$ cat src/design/mcu_pkg.sv
package mcu_pkg;

  localparam int unsigned MAX_STAGES_DEF = 4;
  localparam int unsigned VALUE_BITS_DEF = 32;

  localparam int unsigned NUM_COEF  = 4;
  localparam int unsigned COEF_W    = 17;
  localparam int unsigned SC_W      = 3;
  localparam int unsigned TS_W      = 32;
  localparam int unsigned DATA_W    = 32;
  localparam int unsigned IDX_W     = 3;
  localparam int unsigned FIELD_W   = 32;
  localparam int unsigned ACC_W     = 40;
  localparam int unsigned FRAC_BITS = 16;
  localparam int unsigned T_W       = COEF_W + TS_W - FRAC_BITS;
  localparam int unsigned CHUNK_W   = 16;
  localparam int unsigned Q_W       = 63;

  localparam logic [COEF_W-1:0] COEF0_RST = 17'd65536;
  localparam logic [COEF_W-1:0] COEFN_RST = 17'd0;
  localparam logic [SC_W-1:0]   SC_RST    = 3'd1;
  localparam logic [TS_W-1:0]   TS_RST    = 32'd65536;

  typedef enum logic [IDX_W-1:0] {
    REG_COEF0       = 3'd0,
    REG_COEF1       = 3'd1,
    REG_COEF2       = 3'd2,
    REG_COEF3       = 3'd3,
    REG_STAGE_COUNT = 3'd4,
    REG_TIME_STEP   = 3'd5
  } reg_idx_e;

  typedef enum logic {
    OP_FACE    = 1'b0,
    OP_ADVANCE = 1'b1
  } op_e;

  typedef enum logic [2:0] {
    ST_IDLE,
    ST_PREP,
    ST_MUL,
    ST_DIV,
    ST_FIN
  } state_e;

  typedef struct packed {
    logic [NUM_COEF-1:0][COEF_W-1:0] coef;
    logic [SC_W-1:0]                 stage_count;
    logic [TS_W-1:0]                 time_step;
  } cfg_t;

  typedef struct packed {
    logic face_acc;
    logic last_load;
    logic adv;
    logic prep;
    logic mul_step;
    logic div_step;
    logic fin_load;
  } cmd_t;

  typedef struct packed {
    logic out_free;
  } stat_t;

  // (a mod n) for a <= 8, 1 <= n <= 8
  function automatic logic [3:0] mod_small(input logic [3:0] a, input logic [3:0] n);
    logic [3:0] r;
    r = a;
    for (int i = 0; i < 8; i++) begin
      if (r >= n) begin
        r = r - n;
      end
    end
    return r;
  endfunction

endpackage

$ cat src/design/mcu_cfg.sv
module mcu_cfg (
  input  logic                       clk_i,
  input  logic                       rst_ni,
  input  logic                       cfg_we_i,
  input  logic [mcu_pkg::IDX_W-1:0]  cfg_idx_i,
  input  logic [mcu_pkg::DATA_W-1:0] cfg_data_i,
  output mcu_pkg::cfg_t              cfg_o
);

  mcu_pkg::cfg_t cfg_d, cfg_q;

  always_comb begin
    cfg_d = cfg_q;
    if (cfg_we_i) begin
      unique case (cfg_idx_i) inside
        [mcu_pkg::REG_COEF0:mcu_pkg::REG_COEF3]: begin
          cfg_d.coef[cfg_idx_i[1:0]] = cfg_data_i[mcu_pkg::COEF_W-1:0];
        end
        mcu_pkg::REG_STAGE_COUNT: begin
          cfg_d.stage_count = cfg_data_i[mcu_pkg::SC_W-1:0];
        end
        mcu_pkg::REG_TIME_STEP: begin
          cfg_d.time_step = cfg_data_i[mcu_pkg::TS_W-1:0];
        end
        default: begin
          cfg_d = cfg_q;
        end
      endcase
    end
  end

  always_ff @(posedge clk_i or negedge rst_ni) begin
    if (!rst_ni) begin
      cfg_q.coef[0]     <= mcu_pkg::COEF0_RST;
      cfg_q.coef[1]     <= mcu_pkg::COEFN_RST;
      cfg_q.coef[2]     <= mcu_pkg::COEFN_RST;
      cfg_q.coef[3]     <= mcu_pkg::COEFN_RST;
      cfg_q.stage_count <= mcu_pkg::SC_RST;
      cfg_q.time_step   <= mcu_pkg::TS_RST;
    end else begin
      cfg_q <= cfg_d;
    end
  end

  assign cfg_o = cfg_q;

endmodule

$ cat src/design/mcu_ctrl.sv
module mcu_ctrl #(
  parameter int unsigned VALUE_BITS = mcu_pkg::VALUE_BITS_DEF
) (
  input  logic           clk_i,
  input  logic           rst_ni,
  input  logic           in_valid_i,
  input  logic           op_i,
  input  logic           last_face_i,
  input  mcu_pkg::stat_t stat_i,
  output logic           in_ready_o,
  output mcu_pkg::cmd_t  cmd_o
);

  localparam int unsigned NCH = (VALUE_BITS + mcu_pkg::CHUNK_W - 1) / mcu_pkg::CHUNK_W;
  localparam int unsigned PW  = mcu_pkg::T_W + VALUE_BITS;
  localparam int unsigned CW  = $clog2(PW);

  mcu_pkg::state_e state_d, state_q;
  logic [CW-1:0]   cnt_d, cnt_q;

  always_comb begin
    state_d    = state_q;
    cnt_d      = cnt_q;
    in_ready_o = 1'b0;
    cmd_o      = '0;
    unique case (state_q)
      mcu_pkg::ST_IDLE: begin
        in_ready_o = 1'b1;
        if (in_valid_i) begin
          if (op_i == mcu_pkg::OP_ADVANCE) begin
            cmd_o.adv = 1'b1;
          end else begin
            cmd_o.face_acc = 1'b1;
            if (last_face_i) begin
              cmd_o.last_load = 1'b1;
              state_d         = mcu_pkg::ST_PREP;
            end
          end
        end
      end
      mcu_pkg::ST_PREP: begin
        cmd_o.prep = 1'b1;
        cnt_d      = CW'(NCH - 1);
        state_d    = mcu_pkg::ST_MUL;
      end
      mcu_pkg::ST_MUL: begin
        cmd_o.mul_step = 1'b1;
        if (cnt_q == '0) begin
          cnt_d   = CW'(PW - 1);
          state_d = mcu_pkg::ST_DIV;
        end else begin
          cnt_d = cnt_q - 1'b1;
        end
      end
      mcu_pkg::ST_DIV: begin
        cmd_o.div_step = 1'b1;
        if (cnt_q == '0) begin
          state_d = mcu_pkg::ST_FIN;
        end else begin
          cnt_d = cnt_q - 1'b1;
        end
      end
      mcu_pkg::ST_FIN: begin
        // hold here while the output register is still occupied
        if (stat_i.out_free) begin
          cmd_o.fin_load = 1'b1;
          state_d        = mcu_pkg::ST_IDLE;
        end
      end
      default: begin
        state_d = mcu_pkg::ST_IDLE;
      end
    endcase
  end

  always_ff @(posedge clk_i or negedge rst_ni) begin
    if (!rst_ni) begin
      state_q <= mcu_pkg::ST_IDLE;
      cnt_q   <= '0;
    end else begin
      state_q <= state_d;
      cnt_q   <= cnt_d;
    end
  end

endmodule

$ cat src/design/mcu_dp.sv
module mcu_dp #(
  parameter int unsigned MAX_STAGES = mcu_pkg::MAX_STAGES_DEF,
  parameter int unsigned VALUE_BITS = mcu_pkg::VALUE_BITS_DEF
) (
  input  logic                               clk_i,
  input  logic                               rst_ni,
  input  mcu_pkg::cmd_t                      cmd_i,
  input  mcu_pkg::cfg_t                      cfg_i,
  input  logic signed [mcu_pkg::FIELD_W-1:0] flux_i,
  input  logic signed [mcu_pkg::FIELD_W-1:0] source_i,
  input  logic signed [mcu_pkg::FIELD_W-1:0] old_value_i,
  input  logic        [mcu_pkg::FIELD_W-1:0] volume_i,
  input  logic                               out_ready_i,
  output mcu_pkg::stat_t                     stat_o,
  output logic                               out_valid_o,
  output logic signed [mcu_pkg::FIELD_W-1:0] new_value_o,
  output logic signed [mcu_pkg::FIELD_W-1:0] residual_o,
  output logic                               saturated_o
);

  localparam int unsigned VB    = VALUE_BITS;
  localparam int unsigned ACC_W = mcu_pkg::ACC_W;
  localparam int unsigned FW    = mcu_pkg::FIELD_W;
  localparam int unsigned T_W   = mcu_pkg::T_W;
  localparam int unsigned Q_W   = mcu_pkg::Q_W;
  localparam int unsigned CH_W  = mcu_pkg::CHUNK_W;
  localparam int unsigned SI_W  = (MAX_STAGES > 1) ? $clog2(MAX_STAGES) : 1;
  localparam int unsigned RES_W = ((VB > ACC_W) ? VB : ACC_W) + 2;
  localparam int unsigned NCH   = (VB + CH_W - 1) / CH_W;
  localparam int unsigned MAG_W = NCH * CH_W;
  localparam int unsigned PW    = T_W + VB;
  localparam int unsigned NV_W  = Q_W + 2;
  localparam int unsigned TP_W  = mcu_pkg::COEF_W + mcu_pkg::TS_W;

  localparam logic signed [RES_W-1:0] RMAX = {{(RES_W-VB+1){1'b0}}, {(VB-1){1'b1}}};
  localparam logic signed [RES_W-1:0] RMIN = ~RMAX;
  localparam logic signed [NV_W-1:0]  NMAX = {{(NV_W-VB+1){1'b0}}, {(VB-1){1'b1}}};
  localparam logic signed [NV_W-1:0]  NMIN = ~NMAX;
  localparam logic [3:0]              MAXS = 4'(MAX_STAGES);

  // control state
  logic signed [ACC_W-1:0] acc_d, acc_q;
  logic [SI_W-1:0]         si_d, si_q;
  logic                    out_valid_d, out_valid_q;

  // operands and working registers
  logic signed [FW-1:0] src_q, old_q;
  logic [FW-1:0]        vol_q;
  logic [T_W-1:0]       t_q;
  logic signed [VB-1:0] res_q;
  logic                 res_sat_q;
  logic [MAG_W-1:0]     mag_q;
  logic [PW-1:0]        prod_q;
  logic [FW-1:0]        rem_q;
  logic [Q_W-1:0]       quo_q;
  logic                 ovf_q;
  logic signed [FW-1:0] new_value_q, residual_q;
  logic                 sat_q;

  // accumulator
  logic signed [ACC_W:0]   acc_sum;
  logic signed [ACC_W-1:0] acc_clip;

  assign acc_sum = (ACC_W+1)'(acc_q) + (ACC_W+1)'(flux_i);

  always_comb begin
    if (acc_sum[ACC_W] != acc_sum[ACC_W-1]) begin
      acc_clip = acc_sum[ACC_W] ? {1'b1, {(ACC_W-1){1'b0}}} : {1'b0, {(ACC_W-1){1'b1}}};
    end else begin
      acc_clip = acc_sum[ACC_W-1:0];
    end
  end

  always_comb begin
    acc_d = acc_q;
    if (cmd_i.face_acc) begin
      acc_d = acc_clip;
    end else if (cmd_i.prep) begin
      acc_d = '0;
    end
  end

  // stage index
  logic [3:0]                  sc4, n_eff, si4, si_next;
  logic [mcu_pkg::COEF_W-1:0] coef_sel;

  always_comb begin
    sc4 = {1'b0, cfg_i.stage_count};
    if (sc4 == 4'd0) begin
      n_eff = 4'd1;
    end else if (sc4 > MAXS) begin
      n_eff = MAXS;
    end else begin
      n_eff = sc4;
    end
    si4     = 4'(si_q);
    si_next = mcu_pkg::mod_small(si4 + 4'd1, n_eff);
    si_d    = cmd_i.adv ? si_next[SI_W-1:0] : si_q;
    coef_sel = (si4 < 4'(mcu_pkg::NUM_COEF)) ? cfg_i.coef[si4[1:0]] : '0;
  end

  // prep: scaled step and clipped residual
  logic [TP_W-1:0]         tprod;
  logic signed [RES_W-1:0] res_w, res_c, res_abs;
  logic                    res_clip;

  always_comb begin
    tprod    = TP_W'(coef_sel) * TP_W'(cfg_i.time_step);
    res_w    = RES_W'(src_q) - RES_W'(acc_q);
    res_clip = 1'b0;
    res_c    = res_w;
    if (res_w > RMAX) begin
      res_c    = RMAX;
      res_clip = 1'b1;
    end else if (res_w < RMIN) begin
      res_c    = RMIN;
      res_clip = 1'b1;
    end
    res_abs = res_c[RES_W-1] ? -res_c : res_c;
  end

  // multiply, one 16-bit slice of the magnitude per cycle, top slice first
  logic [T_W+CH_W-1:0] pp;
  assign pp = (T_W+CH_W)'(t_q) * (T_W+CH_W)'(mag_q[MAG_W-1 -: CH_W]);

  // restoring divide, one quotient bit per cycle
  logic [FW:0] rsh;
  logic        ge;
  assign rsh = {rem_q, prod_q[PW-1]};
  assign ge  = rsh >= {1'b0, vol_q};

  always_ff @(posedge clk_i) begin
    if (cmd_i.last_load) begin
      src_q <= source_i;
      old_q <= old_value_i;
      vol_q <= volume_i;
    end
    if (cmd_i.prep) begin
      t_q       <= tprod[TP_W-1:mcu_pkg::FRAC_BITS];
      res_q     <= res_c[VB-1:0];
      res_sat_q <= res_clip;
      mag_q     <= MAG_W'(res_abs[VB-1:0]);
      prod_q    <= '0;
      rem_q     <= '0;
      quo_q     <= '0;
      ovf_q     <= 1'b0;
    end else if (cmd_i.mul_step) begin
      prod_q <= {prod_q[PW-CH_W-1:0], {CH_W{1'b0}}} + PW'(pp);
      mag_q  <= mag_q << CH_W;
    end else if (cmd_i.div_step) begin
      rem_q  <= ge ? FW'(rsh - {1'b0, vol_q}) : rsh[FW-1:0];
      prod_q <= prod_q << 1;
      quo_q  <= {quo_q[Q_W-2:0], ge};
      ovf_q  <= ovf_q | quo_q[Q_W-1];
    end
  end

  // finish: apply the update, clip, flag
  logic [Q_W-1:0]         d_cap;
  logic signed [NV_W-1:0] old_ext, d_ext, nv_sum, nv_pre, nv_c;
  logic                   neg, vz, nv_clip;

  always_comb begin
    d_cap   = (ovf_q | quo_q[Q_W-1]) ? (Q_W'(1) << (Q_W - 1)) : quo_q;
    old_ext = NV_W'(old_q);
    d_ext   = {2'b00, d_cap};
    neg     = res_q[VB-1];
    vz      = (vol_q == '0);
    nv_sum  = neg ? (old_ext - d_ext) : (old_ext + d_ext);
    if (vz) begin
      if ((t_q == '0) || (res_q == '0)) begin
        nv_pre = old_ext;
      end else begin
        nv_pre = neg ? NMIN : NMAX;
      end
    end else begin
      nv_pre = nv_sum;
    end
    nv_clip = 1'b0;
    nv_c    = nv_pre;
    if (nv_pre > NMAX) begin
      nv_c    = NMAX;
      nv_clip = 1'b1;
    end else if (nv_pre < NMIN) begin
      nv_c    = NMIN;
      nv_clip = 1'b1;
    end
  end

  assign stat_o.out_free = !out_valid_q || out_ready_i;

  always_comb begin
    out_valid_d = out_valid_q;
    if (cmd_i.fin_load) begin
      out_valid_d = 1'b1;
    end else if (out_ready_i) begin
      out_valid_d = 1'b0;
    end
  end

  always_ff @(posedge clk_i) begin
    if (cmd_i.fin_load) begin
      new_value_q <= nv_c[FW-1:0];
      residual_q  <= FW'(res_q);
      sat_q       <= res_sat_q | vz | nv_clip;
    end
  end

  always_ff @(posedge clk_i or negedge rst_ni) begin
    if (!rst_ni) begin
      acc_q       <= '0;
      si_q        <= '0;
      out_valid_q <= 1'b0;
    end else begin
      acc_q       <= acc_d;
      si_q        <= si_d;
      out_valid_q <= out_valid_d;
    end
  end

  assign out_valid_o = out_valid_q;
  assign new_value_o = new_value_q;
  assign residual_o  = residual_q;
  assign saturated_o = sat_q;

endmodule

$ cat src/design/multistage_cell_update.sv
// Multistage cell update: one stage of a finite-volume time step in Q16.16.
// Input channel (in_valid_i/in_ready_o): op_i = 0 carries one face flux,
// summed into a 40-bit saturating accumulator; the beat with last_face_i
// also brings source, old value and volume, and produces one output beat
// with residual = source - sum and new = old + coef[stage]*dt*residual/vol.
// op_i = 1 steps the stage index modulo the stage count, no output.
// Face beats without last_face_i and advance beats are accepted back to back.
// A last-face beat occupies the block through a prep step, a multiply step
// for each 16-bit slice of |residual|, then a restoring divider producing
// one quotient bit per cycle, which dominates.
// Output channel (out_valid_o/out_ready_i) is a single output register; the
// block keeps accepting while a result waits, and only a following last-face
// beat holds in its finish state until the register frees up.
// Config writes (cfg_we_i/cfg_idx_i/cfg_data_i) take effect at once; write
// only while idle. Reset clears the flux sum, stage index and output valid,
// and loads the register defaults.
module multistage_cell_update #(
  parameter int unsigned MAX_STAGES = mcu_pkg::MAX_STAGES_DEF,
  parameter int unsigned VALUE_BITS = mcu_pkg::VALUE_BITS_DEF
) (
  input  logic                               clk_i,
  input  logic                               rst_ni,
  input  logic                               cfg_we_i,
  input  logic [mcu_pkg::IDX_W-1:0]          cfg_idx_i,
  input  logic [mcu_pkg::DATA_W-1:0]         cfg_data_i,
  input  logic                               in_valid_i,
  output logic                               in_ready_o,
  input  logic                               op_i,
  input  logic signed [mcu_pkg::FIELD_W-1:0] flux_i,
  input  logic                               last_face_i,
  input  logic signed [mcu_pkg::FIELD_W-1:0] source_i,
  input  logic signed [mcu_pkg::FIELD_W-1:0] old_value_i,
  input  logic        [mcu_pkg::FIELD_W-1:0] volume_i,
  output logic                               out_valid_o,
  input  logic                               out_ready_i,
  output logic signed [mcu_pkg::FIELD_W-1:0] new_value_o,
  output logic signed [mcu_pkg::FIELD_W-1:0] residual_o,
  output logic                               saturated_o
);

  mcu_pkg::cfg_t  cfg;
  mcu_pkg::cmd_t  cmd;
  mcu_pkg::stat_t stat;

  mcu_cfg u_cfg (
    .clk_i      (clk_i),
    .rst_ni     (rst_ni),
    .cfg_we_i   (cfg_we_i),
    .cfg_idx_i  (cfg_idx_i),
    .cfg_data_i (cfg_data_i),
    .cfg_o      (cfg)
  );

  mcu_ctrl #(
    .VALUE_BITS (VALUE_BITS)
  ) u_ctrl (
    .clk_i       (clk_i),
    .rst_ni      (rst_ni),
    .in_valid_i  (in_valid_i),
    .op_i        (op_i),
    .last_face_i (last_face_i),
    .stat_i      (stat),
    .in_ready_o  (in_ready_o),
    .cmd_o       (cmd)
  );

  mcu_dp #(
    .MAX_STAGES (MAX_STAGES),
    .VALUE_BITS (VALUE_BITS)
  ) u_dp (
    .clk_i       (clk_i),
    .rst_ni      (rst_ni),
    .cmd_i       (cmd),
    .cfg_i       (cfg),
    .flux_i      (flux_i),
    .source_i    (source_i),
    .old_value_i (old_value_i),
    .volume_i    (volume_i),
    .out_ready_i (out_ready_i),
    .stat_o      (stat),
    .out_valid_o (out_valid_o),
    .new_value_o (new_value_o),
    .residual_o  (residual_o),
    .saturated_o (saturated_o)
  );

  // a last-face beat starts a computation, so the input closes next cycle
  a_last_busy: assert property (@(posedge clk_i) disable iff (!rst_ni)
    (in_valid_i && in_ready_o && (op_i == mcu_pkg::OP_FACE) && last_face_i)
    |=> !in_ready_o)
    else $error("input still open after last-face beat");

  // at most one datapath command per cycle, last_load apart
  a_cmd_onehot: assert property (@(posedge clk_i) disable iff (!rst_ni)
    $onehot0({cmd.face_acc, cmd.adv, cmd.prep, cmd.mul_step, cmd.div_step,
              cmd.fin_load}))
    else $error("overlapping datapath commands");

  // a result is only loaded into a free output register
  a_fin_free: assert property (@(posedge clk_i) disable iff (!rst_ni)
    cmd.fin_load |-> (!out_valid_o || out_ready_i))
    else $error("output register overwritten");

  // output valid rises only from a finished computation
  a_out_src: assert property (@(posedge clk_i) disable iff (!rst_ni)
    $rose(out_valid_o) |-> $past(cmd.fin_load))
    else $error("output beat without computation");

endmodule

$ cat config.mk
export PLATFORM = sky130hd
export DESIGN_NAME = multistage_cell_update
export DESIGN_NICKNAME = d
export VERILOG_FILES = /design/src/design/mcu_pkg.sv /design/src/design/mcu_cfg.sv /design/src/design/mcu_ctrl.sv /design/src/design/mcu_dp.sv /design/src/design/multistage_cell_update.sv
export SDC_FILE = /design/constraint.sdc
export NUM_CORES = 2
export LEC_CHECK = 0
export CAP_MARGIN = 30
export CORE_ASPECT_RATIO = 1.1
export CORE_MARGIN = 3
export CORE_UTILIZATION = 40
export CTS_CLUSTER_SIZE = 24
export DETAILED_ROUTE_END_ITERATION = 10
export DONT_BUFFER_PORTS = 1
export HOLD_SLACK_MARGIN = 0.08
export PLACE_DENSITY_LB_ADDON = 0.15
export SLEW_MARGIN = 25
export SYNTH_ARGS = -nofsm -noshare
export SYNTH_HDL_FRONTEND = slang
export SYNTH_HIERARCHICAL = 1
export SYNTH_SLANG_ARGS = --single-unit
export TNS_END_PERCENT = 30
$ cat constraint.sdc
create_clock -name clk_i -period 13.97 [get_ports clk_i]
set_input_delay 2.794 -clock clk_i [delete_from_list [all_inputs] [get_ports clk_i]]
set_output_delay 2.794 -clock clk_i [all_outputs]
set_load 0.02 [all_outputs]
# [Word level (Yosys, flattened, before mapping)]
# Index checks and enable logic that the tools add are counted.
[word_totals] word_cells=162 output_inout_bits=67 inputBits=170 reg_bits=576
[op_classes] mul=2 n_eq_ne=14 bitwise=4 muxes=59 n_addsub=17 magnitude_cmp=19 n_reduce_logical=22
[op_table] operator="$mux 65" n=6
[op_table] operator="$mux 32" n=5
[op_table] operator="$mux 40" n=4
[op_table] operator="$mux 42" n=2
[op_table] operator="$bwmux 68" n=1
[op_table] operator="$add 32x64->65" n=1
[op_table] operator="$add 65x49->65" n=1
[op_table] operator="$gt 65x32->1 const B" n=1
[op_table] operator="$lt 65x32->1 const B" n=1
[op_table] operator="$sub 32x64->65" n=1
[op_table] operator="$logic_not 32->1" n=2
[op_table] operator="$mux 63" n=1
[op_table] operator="$mul 17x32->49" n=1
[op_table] operator="$mul 33x16->49" n=1
[op_table] operator="$gt 42x32->1 const B" n=1
[op_table] operator="$lt 42x32->1 const B" n=1
[op_table] operator="$add 40x32->41" n=1
[op_table] operator="$sub 32x40->41" n=1
[op_table] operator="$bmux 17 s2" n=1
[op_table] operator="$demux 17 s2" n=1
[op_table] operator="$mux 17" n=2
[op_table] operator="$ge 33x32->1" n=1
[op_table] operator="$logic_not 33->1" n=1
[op_table] operator="$neg 32->32" n=1
[op_table] operator="37 further kinds" n=98

# [Longest topological paths before layout]
[depth] ltp_word=19 ltp_mapped=58 mapped_depth_nobuf=58

# [Hierarchy]
# Netlist, hierarchy kept.
[modules_own_cells] mod="mcu_dp" cells_each=7426 seq_area_each_um2=12076.6 area_per_inst_um2=65048.6 n_inst=1
[modules_own_cells] mod="mcu_cfg" cells_each=222 seq_area_each_um2=2581.2 area_per_inst_um2=3892.5 n_inst=1
[modules_own_cells] mod="mcu_ctrl" cells_each=81 seq_area_each_um2=250.2 area_per_inst_um2=691.9 n_inst=1

# [Worst setup path before layout]
# Ideal clock, no wire load.
[synth_timing] kind="input port to flip-flop" startpoint="input op_i" endpoint="register u_dp.old_q[0], enable pin" required_ns=13.184 slack_ns=1.169 t_arrival_ns=12.015 path_stages=2 setup_ns=0.786 path_buffers=0 cell_sequence="nand3b_1 > nor4_1"
[synth_lines] element="from (decl)" line="multistage_cell_update.sv:28" rtl="input logic op_i,"
[synth_lines] element="to (signal assigned)" line="mcu_dp.sv:135" rtl="old_q <= old_value_i;"
[synth_lines] element="to (decl)" line="mcu_dp.sv:47" rtl="logic signed [FW-1:0] src_q, old_q;"

# [Final worst setup path]
[layout_timing] startpoint="register u_cfg.cfg_q (netlist bit u_cfg/cfg_o[34])" endpoint="register u_dp.si_q[0]"
[layout_via] elab_chain_cells=19 elab_cells_between_ends=28 classes_between="add/sub: 8; order compare: 9; mux: 10; reduce/logical: 1"
[layout_lines] element="from (decl)" line="mcu_cfg.sv:10" rtl="mcu_pkg::cfg_t cfg_d, cfg_q;"
[layout_lines] element="from (signal assigned)" line="mcu_cfg.sv:41" rtl="cfg_q <= cfg_d;"
[layout_lines] element="$gt 3x3->1" line="mcu_dp.sv:91" rtl="end else if (sc4 > MAXS) begin"
[layout_lines] element="$mux 3" line="mcu_dp.sv:91"
[layout_lines] element="$mux 3 *" line="mcu_dp.sv:89" rtl="if (sc4 == 4'd0) begin"
[layout_lines] element="$sub 3x3->4 / $ge 3x3->1 (equally long branches)" line="mcu_pkg.sv:72, mcu_pkg.sv:71"
[layout_lines] element="$mux 4" line="mcu_pkg.sv:71" rtl="if (r >= n) begin"
[layout_lines] element="$sub 4x3->4 / $ge 4x3->1 (equally long branches)" line="mcu_pkg.sv:72, mcu_pkg.sv:71"
[layout_lines] element="$mux 4" line="mcu_pkg.sv:71"
[layout_lines] element="$sub 4x3->4 / $ge 4x3->1 (equally long branches)" line="mcu_pkg.sv:72, mcu_pkg.sv:71"
[layout_lines] element="[... 3 more ...]"
[layout_lines] element="$sub 4x3->4 / $ge 4x3->1 (equally long branches)" line="mcu_pkg.sv:72, mcu_pkg.sv:71"
[layout_lines] element="$mux 4" line="mcu_pkg.sv:71"
[layout_lines] element="$sub 4x3->4 / $ge 4x3->1 (equally long branches)" line="mcu_pkg.sv:72, mcu_pkg.sv:71"
[layout_lines] element="$mux 4" line="mcu_pkg.sv:71"
[layout_lines] element="$sub 4x3->4 / $ge 4x3->1 (equally long branches)" line="mcu_pkg.sv:72, mcu_pkg.sv:71"
[layout_lines] element="$mux 4" line="mcu_pkg.sv:71"
[layout_lines] element="$ge 4x3->1 / $sub 2x2->2 (equally long branches)" line="mcu_pkg.sv:71, mcu_pkg.sv:72"
[layout_lines] element="$mux 2 *" line="mcu_pkg.sv:71"
[layout_lines] element="to (signal assigned)" line="mcu_dp.sv:216" rtl="si_q <= si_d;"
[layout_lines] element="to (decl)" line="mcu_dp.sv:43" rtl="logic [SI_W-1:0] si_d, si_q;"
# Every way passes the cells marked *; elsewhere a longest branch is shown, timed or not.
# A chain may end at the register's enable or synchronous reset.

==> qor.yml <==
status:
  status: "finished, final reports clean"
clock_network:
  cts_inserted_buffers: 74
  clock_sinks: 576
  insertion_delay_ns: 0.72
  clk_pin_slew_worst_paths_ns: 0.06
  postCtsHoldBufs: 0
  cts_setup_buffers: 0
  post_cts_resized: 0
  ctsHtreeMaxLevel: 3
  cts_tree: "yes"
  cts-root-buf: "clkbuf_16"
  cts_buffer_depth: 3
critical_path:
  crit_slowest_cell: "fa_1"
  crit_path_end_kind: "register"
  rr_worst_depth: 49
  crit_type: "register to register"
  crit_arrival_ns: 12.93
  crit_top_cell: "nand2_1"
  cp-start-kind: "register"
  r2r_start: "u_cfg/cfg_o[34]$_DFFE_PN0P_"
  required_ns: 14.60
  startpoint: "u_cfg/cfg_o[34]$_DFFE_PN0P_"
  r2r_slack_ns: 1.67
  slowest_delay_ns: 0.49
  crit_fanout: 10
logic_synthesis:
  syn_area_per_cell_um2: 9.01
  synth_fp_nets: 9288
  synth.top_cell.area_share_pct: 26.6
  yosys_warnings: 6
  ys_async_sr_fraction_pct: 27.1
  ys_seq_area_share_pct: 21.4
  ys_seq_elements: 576
  synth_ff_type: "edfxtp_1"
  yosysTopAreaCell: "fa_1"
  ys_types: 99
  synthTopCellsByArea: "fa_1 27%, edfxtp_1 11%, ha_1 8.3%"
  syn-cell-area_mm2: 0.0696
  synth_edf_count: 259
  synthCells: 7729
final_layout:
  synthToLayoutAreaGrowth_pct: 6.69
  drive_gt1_share_pct: 5.41
  design_area_mm2: 0.0743
  final_cell_mix: "1222 x nand2_1, 1138 x inv_1, 925 x fa_1, 463 x ha_1, 428 x a21oi_1"
  layout_commonest_cell: "nand2_1"
  regArea_mm2: 0.0149
  fillers: 17049
  fin_nets: 9026
  fin_util_pct: 43.2
  multi_input_area_mm2: 0.0490
placed_design:
  hpwl_um: 150000
  gp_congestion: 0.886
  placed_area_mm2: 0.0716
  portBuffers: 0
floorplan:
  initial_utilization_pct: 40.5
  fp.coreArea_mm2: 0.172
  rows: 159
  fp.dieH_um: 444
  die_area_mm2: 0.179
  ios: 237
  die_w_um: 404
global_routing:
  grt_pass1_wl_um: 317000
  antenna_found_initial: 14
  grt_use_total_pct: 22.4
  grt-ovfl-total: 0
  grt_max_degree: 157
  grt_pass1_vias: 55288
flow_run:
  drv_cap: 0
sta:
  tns_ns: 0
  setup_viol: 0
  hold_viol_final: 0
  fmax_mhz: 81.3
  fin_crit_ns: 12.30
  final_max_slew_viol_count: 0
  relSlewSlack_pct: 31.1
  holdWs_ns: 0.447
  period_share_pct: 88.0
  finClkSkew_ns: 0.0463
  rsz0062_at_grt: "no"
  worstMarginPinSlew_ns: 1.03
drt:
  drc: 0
  drt_iter0_drc: 3173
  wire_per_inst_um: 20.6
  drt-total-wl_um: 202000
  vias: 53507
  ant_nets: 0
  first_pass_iters: 5
  vias_per_cell: 5.47
hold_path:
  hold_start: "u_dp/res_q[17]$_DFFE_PP_"
  worstHoldPathType: "register to register"
  holdPathStages: 0
==> cells in the mapped netlist, drive strengths merged, types with 17 or more instances <==
library cell and number:
nand2 1224, inv 1138, fa 925, ha 464, a21oi 430, clkbuf 361, nor2 321, and2 301
edfxtp 259, o21ai 249, a21o 174, dfxtp 161, dfrtp 153, xnor2 148, xor2 146, a211oi 125
mux2 124, nor3 84, nand3 83, a31oi 67, nor2b 61, nand2b 55, nand4 53, buf 51
mux2i 51, nor4 47, a221o 43, and3 42, o211ai 42, o21bai 36, o21a 29, or3 23
mux4 17
==> critical path, delay by kind of cell (launching register included) <==
kind	cells	cell delay, ns
flip-flops	1	0.42
AND/OR/NAND/NOR	13	1.82
adder cells (fa/ha/maj)	15	5.24
AO/OA/AOI/OAI	11	1.96
multiplexers	7	2.33
buffers and inverters	3	0.45
==> per-stage QoR <==
step / std cells / setup slack, ns
floorplan: 7729 / 1.17
global placement: 9639 / 1.72
detailed placement: 9641 / 1.57
CTS: 9778 / 1.54
global route: 9783 / 0.788
finish: 9790 / 1.67
==> layout make-up <==
type | instances | area share [%]
clock inverters | 49 | 0.925
well taps | 2254 | 3.80
diodes | 8 | 0.0269
repair buffers | 74 | 0.852
inverters | 1141 | 5.77
clock buffers | 88 | 2.62
multi-input cells | 5600 | 65.9
flip-flops and latches | 576 | 20.1
==> routing by layer <==
metal	global-route usage [%]	part of all wire, %	vias to the layer above
li1	-	-	24799
met1	29.6	44	27123
met2	37.9	48	1306
met3	3.52	5.3	277
met4	6.74	2.9	2
met5	0	0.0064	-
==> state kept, by name, indices dropped and copies added (netlist names), 33 cells and up <==
| signal | cells |
|---|---|
| u_cfg/cfg_o | 103 |
| u_dp/prod_q | 65 |
| u_dp/quo_q | 63 |
| u_dp/acc_q | 40 |
| u_dp/t_q | 33 |
==> cell families after synthesis <==
group / count (synthesis) / synth area share (%)
AO/OA/AOI/OAI: 1359 / 12.6
multiplexers: 192 / 3.29
flip-flops: 576 / 21.4
XOR/XNOR: 294 / 3.70
AND/OR/NAND/NOR: 2366 / 15.6
buffers and inverters: 1553 / 8.43
adder cells (fa/ha/maj): 1389 / 34.9
==> final timing paths <==
check,endpoint
max in group asynchronous,u_ctrl/cnt_q[0]$_DFFE_PN0P_
worst max register to register,u_dp/si_q[0]$_DFFE_PN0P_
worst min register to register,u_dp/residual_o[17]$_DFFE_PP_
min in group asynchronous,u_cfg/cfg_o[21]$_DFFE_PN0P_
worst min-delay path,u_dp/residual_o[17]$_DFFE_PP_
worst max-delay path,u_dp/si_q[0]$_DFFE_PN0P_
Power is not shown: default switching activity piles up to over one toggle a cycle in this logic, so the estimate is an artifact.
